$ cat src/rtl/stack_with_value_deletion_macros.svh
// Assertion helpers for the stack sequencer (swvd_seq).
// Both expect clk and rst_n in scope.
`ifndef STACK_WITH_VALUE_DELETION_MACROS_SVH
`define STACK_WITH_VALUE_DELETION_MACROS_SVH

// Check a condition at every clock edge out of reset.
`define SWVD_ASSERT_ALWAYS(lbl, expr, msg) \
  lbl: assert property (@(posedge clk) disable iff (!rst_n) (expr)) else $error(msg);

// Check a consequence in the cycle after its trigger.
`define SWVD_ASSERT_NEXT(lbl, ante, cons, msg) \
  lbl: assert property (@(posedge clk) disable iff (!rst_n) (ante) |=> (cons)) \
    else $error(msg);

`endif

$ cat src/rtl/swvd_pkg.sv
package swvd_pkg;

  // Address field width of the storage request; covers the largest stack
  localparam int MEM_AW = 8;

  typedef enum logic [1:0] {
    CMD_PUSH      = 2'd0,
    CMD_POP       = 2'd1,
    CMD_DEL_FIRST = 2'd2,
    CMD_DEL_ALL   = 2'd3
  } cmd_t;

  typedef enum logic [1:0] {
    ST_OK    = 2'd0,
    ST_FULL  = 2'd1,
    ST_EMPTY = 2'd2
  } status_t;

  typedef struct packed {
    logic              we;
    logic [MEM_AW-1:0] waddr;
    logic [31:0]       wdata;
    logic [MEM_AW-1:0] raddr;
  } mem_req_t;

  typedef struct packed {
    logic               valid;
    logic signed [31:0] top_value;
    logic [3:0]         entry_count;
    logic               is_empty;
    logic               is_full;
    logic [3:0]         removed_count;
    status_t            status;
  } result_t;

endpackage

$ cat src/rtl/stack_with_value_deletion.sv
// Bounded stack of signed 32-bit values, DEPTH entries deep (index 0 is the bottom). Each input
// transaction carries a command in in_tuser and a value in in_tdata: push, pop, delete the first
// entry equal to the value counted from the bottom, or delete every equal entry; deletion closes
// the gaps and keeps the survivors in order. Every command yields exactly one result transaction
// with the new top (0 when empty), the entry count, empty and full flags, the number of entries
// removed and a status (push dropped when full, pop on empty). A pop that leaves entries behind
// first fetches the entry below the old top in a wait state (POPWT); a deletion walks the stored
// entries with one comparator, one per cycle through the single registered read of the entry
// store, writing each survivor back into the lowest free slot. The next command is accepted
// once the result has moved into the output register, so it may overlap a result still waiting
// on out_tready. No clearing pass is needed after reset: only entries below the fill level are
// ever read.
module stack_with_value_deletion
  import swvd_pkg::*;
#(
  parameter int DEPTH = 8
) (
  input  logic        clk,
  input  logic        rst_n,
  input  logic        in_tvalid,
  output logic        in_tready,
  input  logic [31:0] in_tdata,   // [31:0] value
  input  logic [1:0]  in_tuser,   // [1:0] cmd
  output logic        out_tvalid,
  input  logic        out_tready,
  // [31:0] top_value, [35:32] entry_count, [36] is_empty, [37] is_full,
  // [41:38] removed_count, [43:42] status, [47:44] zero
  output logic [47:0] out_tdata
);

  localparam int AW = (DEPTH > 1) ? $clog2(DEPTH) : 1;

  logic               seq_ready;
  logic               start;
  logic               out_free;
  mem_req_t           mem_req;
  result_t            res;
  logic signed [31:0] mem_q_r;
  logic [31:0]        mem [DEPTH];
  logic               out_tvalid_r;
  logic [47:0]        out_tdata_r;

  // accept a command only while the sequencer sits idle
  assign in_tready = seq_ready;
  assign start     = in_tvalid && seq_ready;
  // the output register is free when empty or being drained this cycle
  assign out_free  = !out_tvalid_r || out_tready;

  swvd_seq #(
    .DEPTH (DEPTH)
  ) u_seq (
    .clk      (clk),
    .rst_n    (rst_n),
    .start    (start),
    .in_cmd   (in_tuser),
    .in_value (in_tdata),
    .out_free (out_free),
    .mem_q    (mem_q_r),
    .ready    (seq_ready),
    .mem_req  (mem_req),
    .res      (res)
  );

  // Entry store: one write and one registered read per cycle
  always_ff @(posedge clk) begin
    if (mem_req.we) begin
      mem[mem_req.waddr[AW-1:0]] <= mem_req.wdata;
    end
    mem_q_r <= mem[mem_req.raddr[AW-1:0]];
  end

  // Output register: load a finished result when the slot is free, hold it otherwise
  always_ff @(posedge clk) begin
    if (!rst_n) begin
      out_tvalid_r <= 1'b0;
    end else if (out_free) begin
      out_tvalid_r <= res.valid;
    end
    if (out_free && res.valid) begin
      out_tdata_r <= {4'b0000, res.status, res.removed_count, res.is_full, res.is_empty,
                      res.entry_count, res.top_value};
    end
  end

  assign out_tvalid = out_tvalid_r;
  assign out_tdata  = out_tdata_r;

endmodule

$ cat src/rtl/swvd_seq.sv
module swvd_seq
  import swvd_pkg::*;
#(
  parameter int DEPTH = 8
) (
  input  logic               clk,
  input  logic               rst_n,
  input  logic               start,
  input  logic [1:0]         in_cmd,
  input  logic signed [31:0] in_value,
  input  logic               out_free,
  input  logic signed [31:0] mem_q,
  output logic               ready,
  output mem_req_t           mem_req,
  output result_t            res
);

  `include "stack_with_value_deletion_macros.svh"

  localparam int CW = $clog2(DEPTH + 1);

  typedef enum logic [1:0] {
    IDLE,
    SCAN,
    POPWT,
    FINISH
  } state_t;

  state_t             state_r, state_nxt;
  logic [CW-1:0]      fill_r, fill_nxt;
  logic [CW-1:0]      rd_r, rd_nxt;
  logic [CW-1:0]      wr_r, wr_nxt;
  logic [CW-1:0]      removed_r, removed_nxt;
  logic               dv_r, dv_nxt;
  logic               first_r, first_nxt;
  logic signed [31:0] top_r, top_nxt;
  logic signed [31:0] match_r, match_nxt;
  status_t            status_r, status_nxt;
  logic               hit;

  // Shared comparator: one stored entry against the match value per cycle
  assign hit   = (mem_q == match_r) && !(first_r && (removed_r != '0));
  assign ready = (state_r == IDLE);

  always_comb begin
    state_nxt     = state_r;
    fill_nxt      = fill_r;
    rd_nxt        = rd_r;
    wr_nxt        = wr_r;
    removed_nxt   = removed_r;
    dv_nxt        = dv_r;
    first_nxt     = first_r;
    top_nxt       = top_r;
    match_nxt     = match_r;
    status_nxt    = status_r;
    mem_req       = '0;
    mem_req.raddr = MEM_AW'(rd_r);

    case (state_r)
      IDLE: begin
        if (start) begin
          status_nxt  = ST_OK;
          removed_nxt = '0;
          case (cmd_t'(in_cmd))
            CMD_PUSH: begin
              state_nxt = FINISH;
              if (fill_r == CW'(DEPTH)) begin
                status_nxt = ST_FULL;
              end else begin
                mem_req.we    = 1'b1;
                mem_req.waddr = MEM_AW'(fill_r);
                mem_req.wdata = in_value;
                fill_nxt      = fill_r + CW'(1);
                top_nxt       = in_value;
              end
            end
            CMD_POP: begin
              state_nxt = FINISH;
              if (fill_r == '0) begin
                status_nxt = ST_EMPTY;
              end else begin
                fill_nxt    = fill_r - CW'(1);
                removed_nxt = CW'(1);
                if (fill_r > CW'(1)) begin
                  // fetch the entry that becomes the new top
                  mem_req.raddr = MEM_AW'(fill_r - CW'(2));
                  state_nxt     = POPWT;
                end
              end
            end
            default: begin
              match_nxt = in_value;
              first_nxt = (cmd_t'(in_cmd) == CMD_DEL_FIRST);
              rd_nxt    = '0;
              wr_nxt    = '0;
              dv_nxt    = 1'b0;
              state_nxt = SCAN;
            end
          endcase
        end
      end
      SCAN: begin
        // issue the next read while the previous entry is judged
        if (rd_r < fill_r) begin
          rd_nxt = rd_r + CW'(1);
          dv_nxt = 1'b1;
        end else begin
          dv_nxt = 1'b0;
        end
        if (dv_r) begin
          if (hit) begin
            removed_nxt = removed_r + CW'(1);
          end else begin
            mem_req.we    = 1'b1;
            mem_req.waddr = MEM_AW'(wr_r);
            mem_req.wdata = mem_q;
            wr_nxt        = wr_r + CW'(1);
            top_nxt       = mem_q;
          end
        end else if (rd_r >= fill_r) begin
          fill_nxt  = wr_r;
          state_nxt = FINISH;
        end
      end
      POPWT: begin
        top_nxt   = mem_q;
        state_nxt = FINISH;
      end
      FINISH: begin
        if (out_free) begin
          state_nxt = IDLE;
        end
      end
      default: begin
        state_nxt = IDLE;
      end
    endcase
  end

  always_comb begin
    res               = '0;
    res.valid         = (state_r == FINISH);
    res.top_value     = (fill_r == '0) ? 32'sd0 : top_r;
    res.entry_count   = 4'(fill_r);
    res.is_empty      = (fill_r == '0);
    res.is_full       = (fill_r == CW'(DEPTH));
    res.removed_count = 4'(removed_r);
    res.status        = status_r;
  end

  always_ff @(posedge clk) begin
    if (!rst_n) begin
      state_r   <= IDLE;
      fill_r    <= '0;
      rd_r      <= '0;
      wr_r      <= '0;
      removed_r <= '0;
      dv_r      <= 1'b0;
      first_r   <= 1'b0;
      status_r  <= ST_OK;
    end else begin
      state_r   <= state_nxt;
      fill_r    <= fill_nxt;
      rd_r      <= rd_nxt;
      wr_r      <= wr_nxt;
      removed_r <= removed_nxt;
      dv_r      <= dv_nxt;
      first_r   <= first_nxt;
      status_r  <= status_nxt;
    end
    top_r   <= top_nxt;
    match_r <= match_nxt;
  end

  `SWVD_ASSERT_ALWAYS(a_fill_bound, fill_r <= CW'(DEPTH), "fill level beyond depth")
  `SWVD_ASSERT_ALWAYS(a_wr_behind_rd, (state_r != SCAN) || (wr_r <= rd_r), "compaction overtook scan")
  `SWVD_ASSERT_ALWAYS(a_scan_tally, (state_r != SCAN) || ((wr_r + removed_r) == (rd_r - CW'(dv_r))), "kept plus removed differs from entries judged")
  `SWVD_ASSERT_NEXT(a_push_grows, ready && start && (in_cmd == CMD_PUSH) && (fill_r != CW'(DEPTH)), fill_r == $past(fill_r) + CW'(1), "push did not grow the stack")

endmodule
$ cat config.mk
export PLATFORM = sky130hd
export DESIGN_NAME = stack_with_value_deletion
export DESIGN_NICKNAME = d
export VERILOG_FILES = /design/src/rtl/swvd_pkg.sv /design/src/rtl/stack_with_value_deletion.sv /design/src/rtl/swvd_seq.sv
export VERILOG_INCLUDE_DIRS = /design/src /design/src/rtl
export SDC_FILE = /design/constraint.sdc
export NUM_CORES = 1
export LEC_CHECK = 0
export BUFFER_PORTS_ARGS = -buffer_cell sky130_fd_sc_hd__buf_2
export CAP_MARGIN = 25
export CORE_UTILIZATION = 30
export CTS_CLUSTER_DIAMETER = 150
export DETAILED_ROUTE_END_ITERATION = 8
export HOLD_SLACK_MARGIN = 0.02
export PLACE_DENSITY = 0.51
export SYNTH_ARGS = -nofsm -noshare
export SYNTH_HDL_FRONTEND = slang
export SYNTH_HIERARCHICAL = 1
export SYNTH_SLANG_ARGS = --single-unit
export TNS_END_PERCENT = 30
$ cat constraint.sdc
create_clock -name clk -period 9.5 [get_ports clk]
set_input_delay 1.9 -clock clk [delete_from_list [all_inputs] [get_ports clk]]
set_output_delay 1.9 -clock clk [all_outputs]
set_load 0.02 [all_outputs]
# Yosys cells after proc, flatten, opt, wreduce, memory -nomap -nowiden
# Memories as Yosys holds them, arrays and structs flattened. A register that Yosys moved wholly into a read port is not among the register bits.
# Index checks and enable logic that the tools add are counted.
# Widths: inputs -> output; s select.
[word_totals] inputBits=38 regBits=131 mem_count=1 elab_cells=121 mem_bits_rw=256
[memory_table] memory="mem" words=8 width=32 read_ports=1 rd_clocked_by_memory_dff=1 write_ports=1 line="stack_with_value_deletion.sv:39" rtl="logic [31:0] mem [DEPTH];"
[classes] n_eq_ne=21 n_lt_le_gt_ge=3 muxes=53 n_reduce_logical=23 add_sub_neg=6 bitwise=1
[op_table] cell="$mux 41" n=4
[op_table] cell="$mux 32" n=5
[op_table] cell="$pmux 32 s3" n=1
[op_table] cell="$pmux 41 s2" n=1
[op_table] cell="$mux 4" n=14
[op_table] cell="$mux 49" n=1
[op_table] cell="$pmux 4 s2" n=5
[op_table] cell="$eq 32x32->1" n=1
[op_table] cell="$mux 8" n=3
[op_table] cell="$add 4x1->4 const B" n=4
[op_table] cell="$mux 2" n=6
[op_table] cell="$ne 2x1->1 const B" n=6
[op_table] cell="$reduce_and 4->1" n=3
[op_table] cell="$ne 2x2->1 const B" n=5
[op_table] cell="$mux 1" n=8
[op_table] cell="$pmux 2 s2" n=2
[op_table] cell="$pmux 2 s4" n=1
[op_table] cell="$reduce_and 7->1" n=1
[op_table] cell="$eq 2x2->1 const B" n=3
[op_table] cell="$ne 3x3->1 const B" n=2
[op_table] cell="$reduce_and 3->1" n=2
[op_table] cell="$reduce_and 6->1" n=1
[op_table] cell="$reduce_and 5->1" n=1
[op_table] cell="$sub 4x2->5 const B" n=1
[op_table] cell="20 further kinds" n=26

# Logic depth before layout (Yosys ltp)
# Gate-level depths: netlist of the first run.
[depth] word_depth=9 depth_mapped=11 mapped_depth_nobuf=9

# By module
# Netlist of the first run, hierarchy kept.
[modules_own_cells] module="stack_with_value_deletion" n_inst=1 area_per_inst_um2=11865.1 cells_per_inst=470
[modules_own_cells] module="swvd_seq" n_inst=1 area_per_inst_um2=5032.3 cells_per_inst=453

# Least setup slack after synthesis of the first run
# Ideal clock, no wire load.
[synth_path] kind="input -> register" startpoint="input in_tvalid" endpoint="memory mem[0][0], enable pin" t_arrival_ps=5318 cell_stages=8 t_required_ps=9039 slack_ps=3721 path_buffers=2 cell_sequence="and2_1 -> nand2_1 -> nor3_1 -> nor2b_1 -> clkbuf_1 -> buf_2 -> a22o_1 -> nor3_1"
[synth_lines] item="start, declared" line="stack_with_value_deletion.sv:20" rtl="input logic in_tvalid,"
[synth_lines] item="end, declared" line="stack_with_value_deletion.sv:39"

==> impl_metrics.yaml, run 1 <==
status:
  status: "finished, final reports clean"
worst_setup_path:
  required_ps: 9740
  r2r_start: "u_seq/match_r[11]"
  critical_path_buf_inv_count: 3
  r2r_slack_ps: 4930
  crit_arrival_ps: 5010
  cp_max_fo: 22
  cpLargestDelayFamily: "simple AND/OR/NAND/NOR gates"
  path_class: "in2reg"
  rr_endpoint: "mem[1][6]"
  critPathLaunchType: "input pin"
  crit_path_cell_trace: "buf_2 > and2_1 > nand2_1 > nor3_1 > nor2b_4 > buf_12 > a22o_1 > nand2b_1 > nor2_4 > buf_4"
  rr_worst_depth: 11
  slowest_delay_ps: 560
  crit_slowest_cell: "nor2_4"
  endpoint_kind: "flip-flop"
placement:
  post_dp_cell_area_um2: 18230
  io_buffers: 83
  gp_congestion: 0.8039
  dpl.hpwl_um: 23350
routing:
  wire_per_inst_um: 21.27
  vias: 8603
  dr.pass1.iters: 5
  drc: 0
  routed_via_density: 4.761
  drtAntennaViolNets: 0
  drtIter0Drc: 691
  drt-total-wl_um: 38440
clock_network:
  cts_sinks: 419
  holdBufCountCts: 0
  htreeDepth: 2
  path_clk_slew_ps: 60
  cts_tree: "done"
  cts_setup_buffers: 0
  cts-root-buf: "clkbuf_16"
  post_cts_resized: 0
  clockBufferDepth: 3
  clk_latency_ps: 580
  cts_made_buffers: 47
die:
  io_pins: 88
  die_width_um: 238.7
  start_util_pct: 30.45
  die-height_um: 238.7
  core_area_um2: 55200
  rows: 86
  die-area_um2: 56980
global_route:
  grt_use_total_pct: 13.70
  antenna_found_initial: 2
  overflow: 0
  grt_pass1_vias: 8897
  grt_pass1_wl_um: 57790
  grt_max_degree: 65
logic_synthesis:
  synth_warnings: 6
  synth_area_um2: 16810
  avgSynthCellArea_um2: 18.47
  syn_inst: 910
worst_hold_path:
  min_path_type: "reg2reg"
  hold_depth: 0
  min-delay-start: "u_seq/removed_r[3]"
  hold_end: "out_tdata[41]"
power:
  irDropWorstVdd_uv: 128.0
  p_per_area_nw_per_um2: 246.1
  p_leak_nw: 6.604
sta:
  hold_viol_final: 0
  fin_worst_skew_ps: 25.07
  clock.fmax_mhz: 209.7
  drv_slew: 0
  min_period_ps: 4769
  finalSetupViolations: 0
  maxSlewHeadroom_pct: 35.82
  fin_crit_sh_pct: 50.20
  worst_pin_slew_ps: 962.7
  rsz0062_at_grt: "false"
  setup_tns_ps: 0
cells_and_area:
  syn_to_final_growth_pct: 17.68
  nets: 1076
  post-route-cell-area_um2: 19780
  num_antenna_cells: 0
  drive_gt1_share_pct: 26.82
  utilization_pct: 35.83
run:
  maxCapViolations: 0
==> report_power, final <==
group / switching, mW / internal (mW)
registers: 0.0661 / 2.23
logic: 0.499 / 0.281
clock network: 0.735 / 1.05
total: 1.30 / 3.57
==> final cells by class <==
| class | count | area (um2) |
|---|---|---|
| repair buffers | 105 | 658.1 |
| fillers | 5118 | 35420 |
| clock inverters | 24 | 256.5 |
| flip-flops and latches | 419 | 12030 |
| well taps | 748 | 935.9 |
| clock buffers | 64 | 1271 |
| multi-input cells | 429 | 4559 |
| inverters | 18 | 67.56 |
==> stage by stage <==
step                      power (mW)  instances  hold slack [ps]  worst slack [ps]
after global placement         3.121       1714            469.4              3892
after floorplan                2.830        913            406.4              3736
final                          4.868       1807            474.5              4731
after detailed placement       3.130       1718            470.8              4089
after global routing           5.088       1807            495.7              4424
after CTS                      4.935       1806            483.4              4700
==> worst max path at each step <==
stage | from | endpoint | slack, ps | depth (start not counted)
after floorplan | in_tvalid | mem[0][0] | 3740 | 8
after global placement | in_tvalid | mem[7][15] | 3890 | 8
after detailed placement | in_tuser[1] | mem_q_r[16] | 4090 | 9
after CTS | in_tuser[1] | mem_q_r[25] | 4700 | 9
after global routing | in_tuser[1] | mem_q_r[9] | 4420 | 9
final | in_tvalid | mem[1][6] | 4730 | 10
==> routing by layer <==
metal | vias to the layer above | track usage, % | wire (um) | part of all wire [%]
met1 | 4441 | 19.53 | 18310 | 48
li1 | 3883 | - | - | -
met2 | 226 | 21.28 | 17410 | 45
met5 | - | 0 | 7 | 0.018
met4 | 2 | 3.361 | 655 | 1.7
met3 | 51 | 2.829 | 2063 | 5.4
==> placed cells by master (no fill, tap or decap), types with 8 or more instances in the layout <==
cell,instances
a21oi_1,11
nor2_1,8
inv_1,16
dfxtp_1,55
mux4_2,24
mux2_2,66
o21ai_0,10
buf_2,83
clkinv_1,9
nand2b_1,13
ha_1,17
mux4_1,40
buf_4,17
nand2_1,24
nor4_1,8
nand3_1,13
clkbuf_16,48
xor2_1,30
nor2b_1,34
clkinv_2,8
a22o_1,35
clkbuf_1,15
edfxtp_1,364
==> flip-flops by register name, summed over array words and instances, names as in the netlist <==
name and count:
u_seq/wr_r 4, u_seq/rd_r 4, u_seq/removed_r 4, u_seq/fill_r 4
u_seq/dv_r 1, mem 256, u_seq/first_r 1, u_seq/match_r 32
u_seq/status_r 2, out_tdata 44, out_tvalid 1, u_seq/state_r 2
mem_q_r 32, u_seq/top_r 32
==> worst register-to-register path: cells and delay by family (launching register included) <==
kind | cells | cell delay [ps]
DFF | 1 | 390
xor gates and xnor gates | 1 | 200
buffers and inverters | 3 | 1040
AOI/OAI and AO/OA | 1 | 320
and+or+nand+nor | 6 | 2280
Power figures use the tool's default switching activity.
==> inputs of run 2 (changes only) <==
--- a/config.mk
+++ b/config.mk
@@ -6,13 +6,14 @@
 export SDC_FILE = /design/constraint.sdc
 export NUM_CORES = 1
 export LEC_CHECK = 0
+export ABC_AREA = 1
 export BUFFER_PORTS_ARGS = -buffer_cell sky130_fd_sc_hd__buf_2
 export CAP_MARGIN = 25
 export CORE_UTILIZATION = 30
 export CTS_CLUSTER_DIAMETER = 150
 export DETAILED_ROUTE_END_ITERATION = 8
 export HOLD_SLACK_MARGIN = 0.02
-export PLACE_DENSITY = 0.51
+export PLACE_DENSITY = 0.52
 export SYNTH_ARGS = -nofsm -noshare
 export SYNTH_HDL_FRONTEND = slang
 export SYNTH_HIERARCHICAL = 1
==> constraint.sdc (replaced) <==
create_clock -name clk -period 3.9 [get_ports clk]
set_input_delay 0.78 -clock clk [delete_from_list [all_inputs] [get_ports clk]]
set_output_delay 0.78 -clock clk [all_outputs]
set_load 0.02 [all_outputs]
==> impl_metrics.yaml, run 2 <==
status:
  status: "finished, final reports clean"
cells_and_area:
  fin_cells: 2888
  nets: 2073
  largest_register_ffs: 256
  final_common_cell: "nand2_1"
  fillers: 6161
  layout_common_cells: "593 x nand2_1, 404 x inv_1, 364 x edfxtp_1"
  syn_to_final_growth_pct: 14.73
  num_antenna_cells: 0
  post-route-cell-area_um2: 21610
  drive_gt1_share_pct: 12.53
sta:
  drv_slew: 0
  clock.fmax_mhz: 303.4
  fin_worst_skew_ps: 28.95
  worst_pin_slew_ps: 896.5
  finalSetupViolations: 0
  setup_slack_ps: 603.8
  hold_ws_ps: 413.0
  fin_crit_sh_pct: 84.52
  rsz0062_at_grt: "false"
  hold_viol_final: 0
  maxSlewHeadroom_pct: 40.24
  min_period_ps: 3296
  setup_tns_ps: 0
die:
  die-area_um2: 63790
  start_util_pct: 30.46
  die_width_um: 252.6
  io_pins: 88
  core_area_um2: 61830
  die-height_um: 252.6
  rows: 91
logic_synthesis:
  synth_area_um2: 18830
  syn_inst: 1931
  avgSynthCellArea_um2: 9.754
  synth_warnings: 6
worst_hold_path:
  min-delay-start: "in_tdata[14]"
  min_path_type: "in2reg"
global_route:
  overflow: 0
  grt_use_total_pct: 14.11
  globalRouteMet3Util_pct: 1.699
  antenna_found_initial: 0
  met2_usage_pct: 23.01
  grt_pass1_vias: 11730
  grt_use_met1_pct: 19.20
  grt_pass1_wl_um: 69150
  busiest_layer: "met2"
  grt_max_degree: 97
routing:
  drt-total-wl_um: 44390
  routed_via_density: 4.268
  wire_per_inst_um: 15.37
  drtAntennaViolNets: 0
  dr.pass1.iters: 7
  vias: 12330
  drtIter0Drc: 828
  drc: 0
clock_network:
  clk_latency_ps: 560
  path_clk_slew_ps: 60
  htreeDepth: 2
  cts-root-buf: "clkbuf_16"
  cts_made_buffers: 42
  clockBufferDepth: 3
  holdBufCountCts: 0
  post_cts_resized: 0
  cts_setup_buffers: 0
  cts_sinks: 419
  cts_tree: "done"
placement:
  dpl.hpwl_um: 28360
  post_dp_cell_area_um2: 20270
  io_buffers: 83
  post-place-ws_ps: 650.2
  gp_congestion: 0.8659
  placed_cells: 2810
worst_setup_path:
  path_class: "reg2reg"
  r2r_start: "mem_q_r[21]"
  cp_max_fo: 22
  critPathLaunchType: "flip-flop"
  crit_slowest_cell: "nor2_4"
  crit_path_start: "mem_q_r[21]"
  critical_path_buf_inv_count: 1
  crit_path_cell_trace: "xor2_1 > nand3b_1 > nor2_2 > nand3_4 > nand3_4 > o21ai_0 > nand2_1 > nor2_4 > buf_12"
  cp_common_cell: "nand3_4"
  endpoint_kind: "flip-flop"
  required_ps: 4130
  cpLargestDelayFamily: "simple AND/OR/NAND/NOR gates"
  crit_arrival_ps: 3530
  slowest_delay_ps: 480
power:
  p_leak_nw: 9.508
  irDropWorstVdd_uv: 265.7
  p_per_area_nw_per_um2: 584.3
run:
  maxCapViolations: 0
==> run 2: layout make-up <==
cell class                      count  area (um2)  area share [%]
Tap cell                          837        1047           4.847
Clock inverter                     19       176.4          0.8164
Multi-Input combinational cell   1019        4900           22.68
Sequential cell                   419       12030           55.68
Inverter                          422        1585           7.336
Clock buffer                       59        1165           5.391
Timing Repair Buffer              113       703.2           3.254
==> run 2: per-layer routing <==
layer | share of wire, % | vias to the layer above | wire length (um)
met5 | 0 | - | 0
met4 | 3.0 | 0 | 1333
met3 | 4.2 | 73 | 1878
met2 | 47 | 269 | 20670
met1 | 46 | 5775 | 20510
li1 | - | 6210 | -
==> run 2: through the flow <==
stage	total power, mW	util (%)
5_1_grt	13.33	34.95
3_5_place_dp	8.796	32.78
6_report	12.63	34.95
3_3_place_gp	8.772	32.78
2_1_floorplan	7.910	-
4_1_cts	12.76	34.95
==> run 2: worst reg2reg max path, stage by stage (launching register included) <==
cell and delay, ps:
dfxtp_1 460, xor2_1 360, nand3b_1 300, nor2_2 110, nand3_4 130, nand3_4 160
o21ai_0 420, nand2_1 250, nor2_4 480, buf_12 290
==> run 2: worst paths after layout <==
path                        to  cells after the start  slack (ps)
min          u_seq/match_r[14]                      1         410
max reg2reg          mem[4][7]                      9         600
max                  mem[4][7]                      9         600
min reg2reg      out_tdata[43]                      0         440
==> run 2: power by group <==
part	internal (mW)	switching (mW)	total, mW
combinational	0.832	1.99	2.82
sequential	5.58	0.293	5.87
clock	2.24	1.70	3.94
total	8.65	3.98	12.6
==> inputs of run 3 (changes only) <==
--- a/config.mk
+++ b/config.mk
@@ -13,7 +13,7 @@
 export CTS_CLUSTER_DIAMETER = 150
 export DETAILED_ROUTE_END_ITERATION = 8
 export HOLD_SLACK_MARGIN = 0.02
-export PLACE_DENSITY = 0.52
+export PLACE_DENSITY = 0.51
 export SYNTH_ARGS = -nofsm -noshare
 export SYNTH_HDL_FRONTEND = slang
 export SYNTH_HIERARCHICAL = 1
==> constraint.sdc (replaced) <==
create_clock -name clk -period 3.3 [get_ports clk]
set_input_delay 0.66 -clock clk [delete_from_list [all_inputs] [get_ports clk]]
set_output_delay 0.66 -clock clk [all_outputs]
set_load 0.02 [all_outputs]
==> impl_metrics.yaml, run 3 (synthesis gave the netlist of run 2 again) <==
worst_hold_path:
  min_path_type: "in2reg"
routing:
  routed_via_density: 4.334
  drc: 0
  drtAntennaViolNets: 0
  drt-total-wl_um: 46940
  drtIter0Drc: 969
  vias: 12560
  wire_per_inst_um: 16.20
  dr.pass1.iters: 5
cells_and_area:
  largest_register_ffs: 256
  drive_gt1_share_pct: 12.86
  register_area_um2: 12030
  fillers: 6202
  layout_common_cells: "593 x nand2_1, 404 x inv_1, 364 x edfxtp_1"
  final_common_cell: "nand2_1"
  syn_to_final_growth_pct: 16.22
  nets: 2084
  multi_input_area_um2: 4907
  num_antenna_cells: 0
  utilization_pct: 35.41
clock_network:
  cts_tree: "done"
  cts_sinks: 419
  clk_latency_ps: 550
  post_cts_resized: 0
  path_clk_slew_ps: 60
  cts_setup_buffers: 0
  holdBufCountCts: 0
  cts-root-buf: "clkbuf_16"
  cts_made_buffers: 43
  htreeDepth: 2
  clockBufferDepth: 3
die:
  die-height_um: 252.6
  die_width_um: 252.6
  die-area_um2: 63790
  core_area_um2: 61830
  start_util_pct: 30.46
  rows: 91
  io_pins: 88
global_route:
  overflow: 0
  antenna_found_initial: 0
  grt_use_total_pct: 14.76
  grt_pass1_vias: 11910
  grt_max_degree: 129
  grt_pass1_wl_um: 71930
worst_setup_path:
  endpoint_kind: "flip-flop"
  crit_arrival_ps: 3070
  crit_slowest_cell: "edfxtp_1"
  critical_path_buf_inv_count: 3
  critPathLaunchType: "flip-flop"
  cp_max_fo: 32
  crit_path_cell_trace: "xnor2_1 > nor2b_1 > nand2_1 > nor2_2 > nand3_4 > nand3_4 > o21ai_0 > buf_4 > inv_1 > nand2_1 > nor2_4 > buf_12"
  required_ps: 3520
  path_class: "reg2reg"
  cpLargestDelayFamily: "simple AND/OR/NAND/NOR gates"
  slowest_delay_ps: 380
sta:
  rsz0062_at_grt: "false"
  fin_crit_sh_pct: 86.29
  finalSetupViolations: 0
  worst_pin_slew_ps: 846.8
  setup_slack_ps: 452.3
  fin_worst_skew_ps: 14.83
  hold_viol_final: 0
  maxSlewHeadroom_pct: 43.55
  min_period_ps: 2848
  drv_slew: 0
  clock.fmax_mhz: 351.2
power:
  irDropWorstVdd_uv: 332.4
  total_power_mw: 15.33
  p_per_area_nw_per_um2: 700.2
  p_leak_nw: 9.637
status:
  status: "finished, final reports clean"
placement:
  dpl.hpwl_um: 30150
  post-place-ws_ps: 403.7
  gp_congestion: 0.8682
  io_buffers: 83
run:
  maxCapViolations: 0
==> run 3: routing by layer <==
layer,wire length [um],vias to the layer above,GRT usage (%)
met5,0,-,0
met4,1207,0,4.848
met3,2050,71,1.658
met2,22200,304,24.56
met1,21490,5947,19.97
li1,-,6234,-
==> run 3: final cells by class <==
| type | count | share of cell area (%) |
|---|---|---|
| Inverter | 422 | 7.242 |
| Timing Repair Buffer | 123 | 4.241 |
| Sequential cell | 419 | 54.96 |
| Clock buffer | 64 | 5.825 |
| Clock inverter | 13 | 0.5259 |
| Multi-Input combinational cell | 1019 | 22.42 |
| Tap cell | 837 | 4.784 |
==> run 3: through the flow <==
| stage | instance area, um2 | setup TNS, ps | hold WS [ps] | std cells |
|---|---|---|---|---|
| global placement | 20500 | 0 | 423.3 | 2820 |
| floorplan | 18860 | -78940 | 408.6 | 1934 |
| CTS | 21890 | 0 | 279.1 | 2897 |
| global route | 21890 | 0 | 289.1 | 2897 |
| finish | 21890 | 0 | 304.7 | 2897 |
| detailed placement | 20500 | 0 | 435.1 | 2820 |
==> run 3: final timing paths <==
path / start / slack [ps] / to / cells past startpoint
max: u_seq/match_r[11] / 450 / mem[3][30] / 12
min: in_tdata[6] / 300 / u_seq/match_r[6] / 1
max reg2reg: u_seq/match_r[11] / 450 / mem[3][30] / 12
min reg2reg: u_seq/status_r[0] / 440 / out_tdata[42] / 0
==> run 3: report_power, final <==
group          internal, mW  switching, mW  leakage [nW]  total [mW]
logic                  1.07           2.56          5.18        3.63
clock network          2.82           1.98         0.683        4.80
registers              6.59          0.298          3.78        6.89
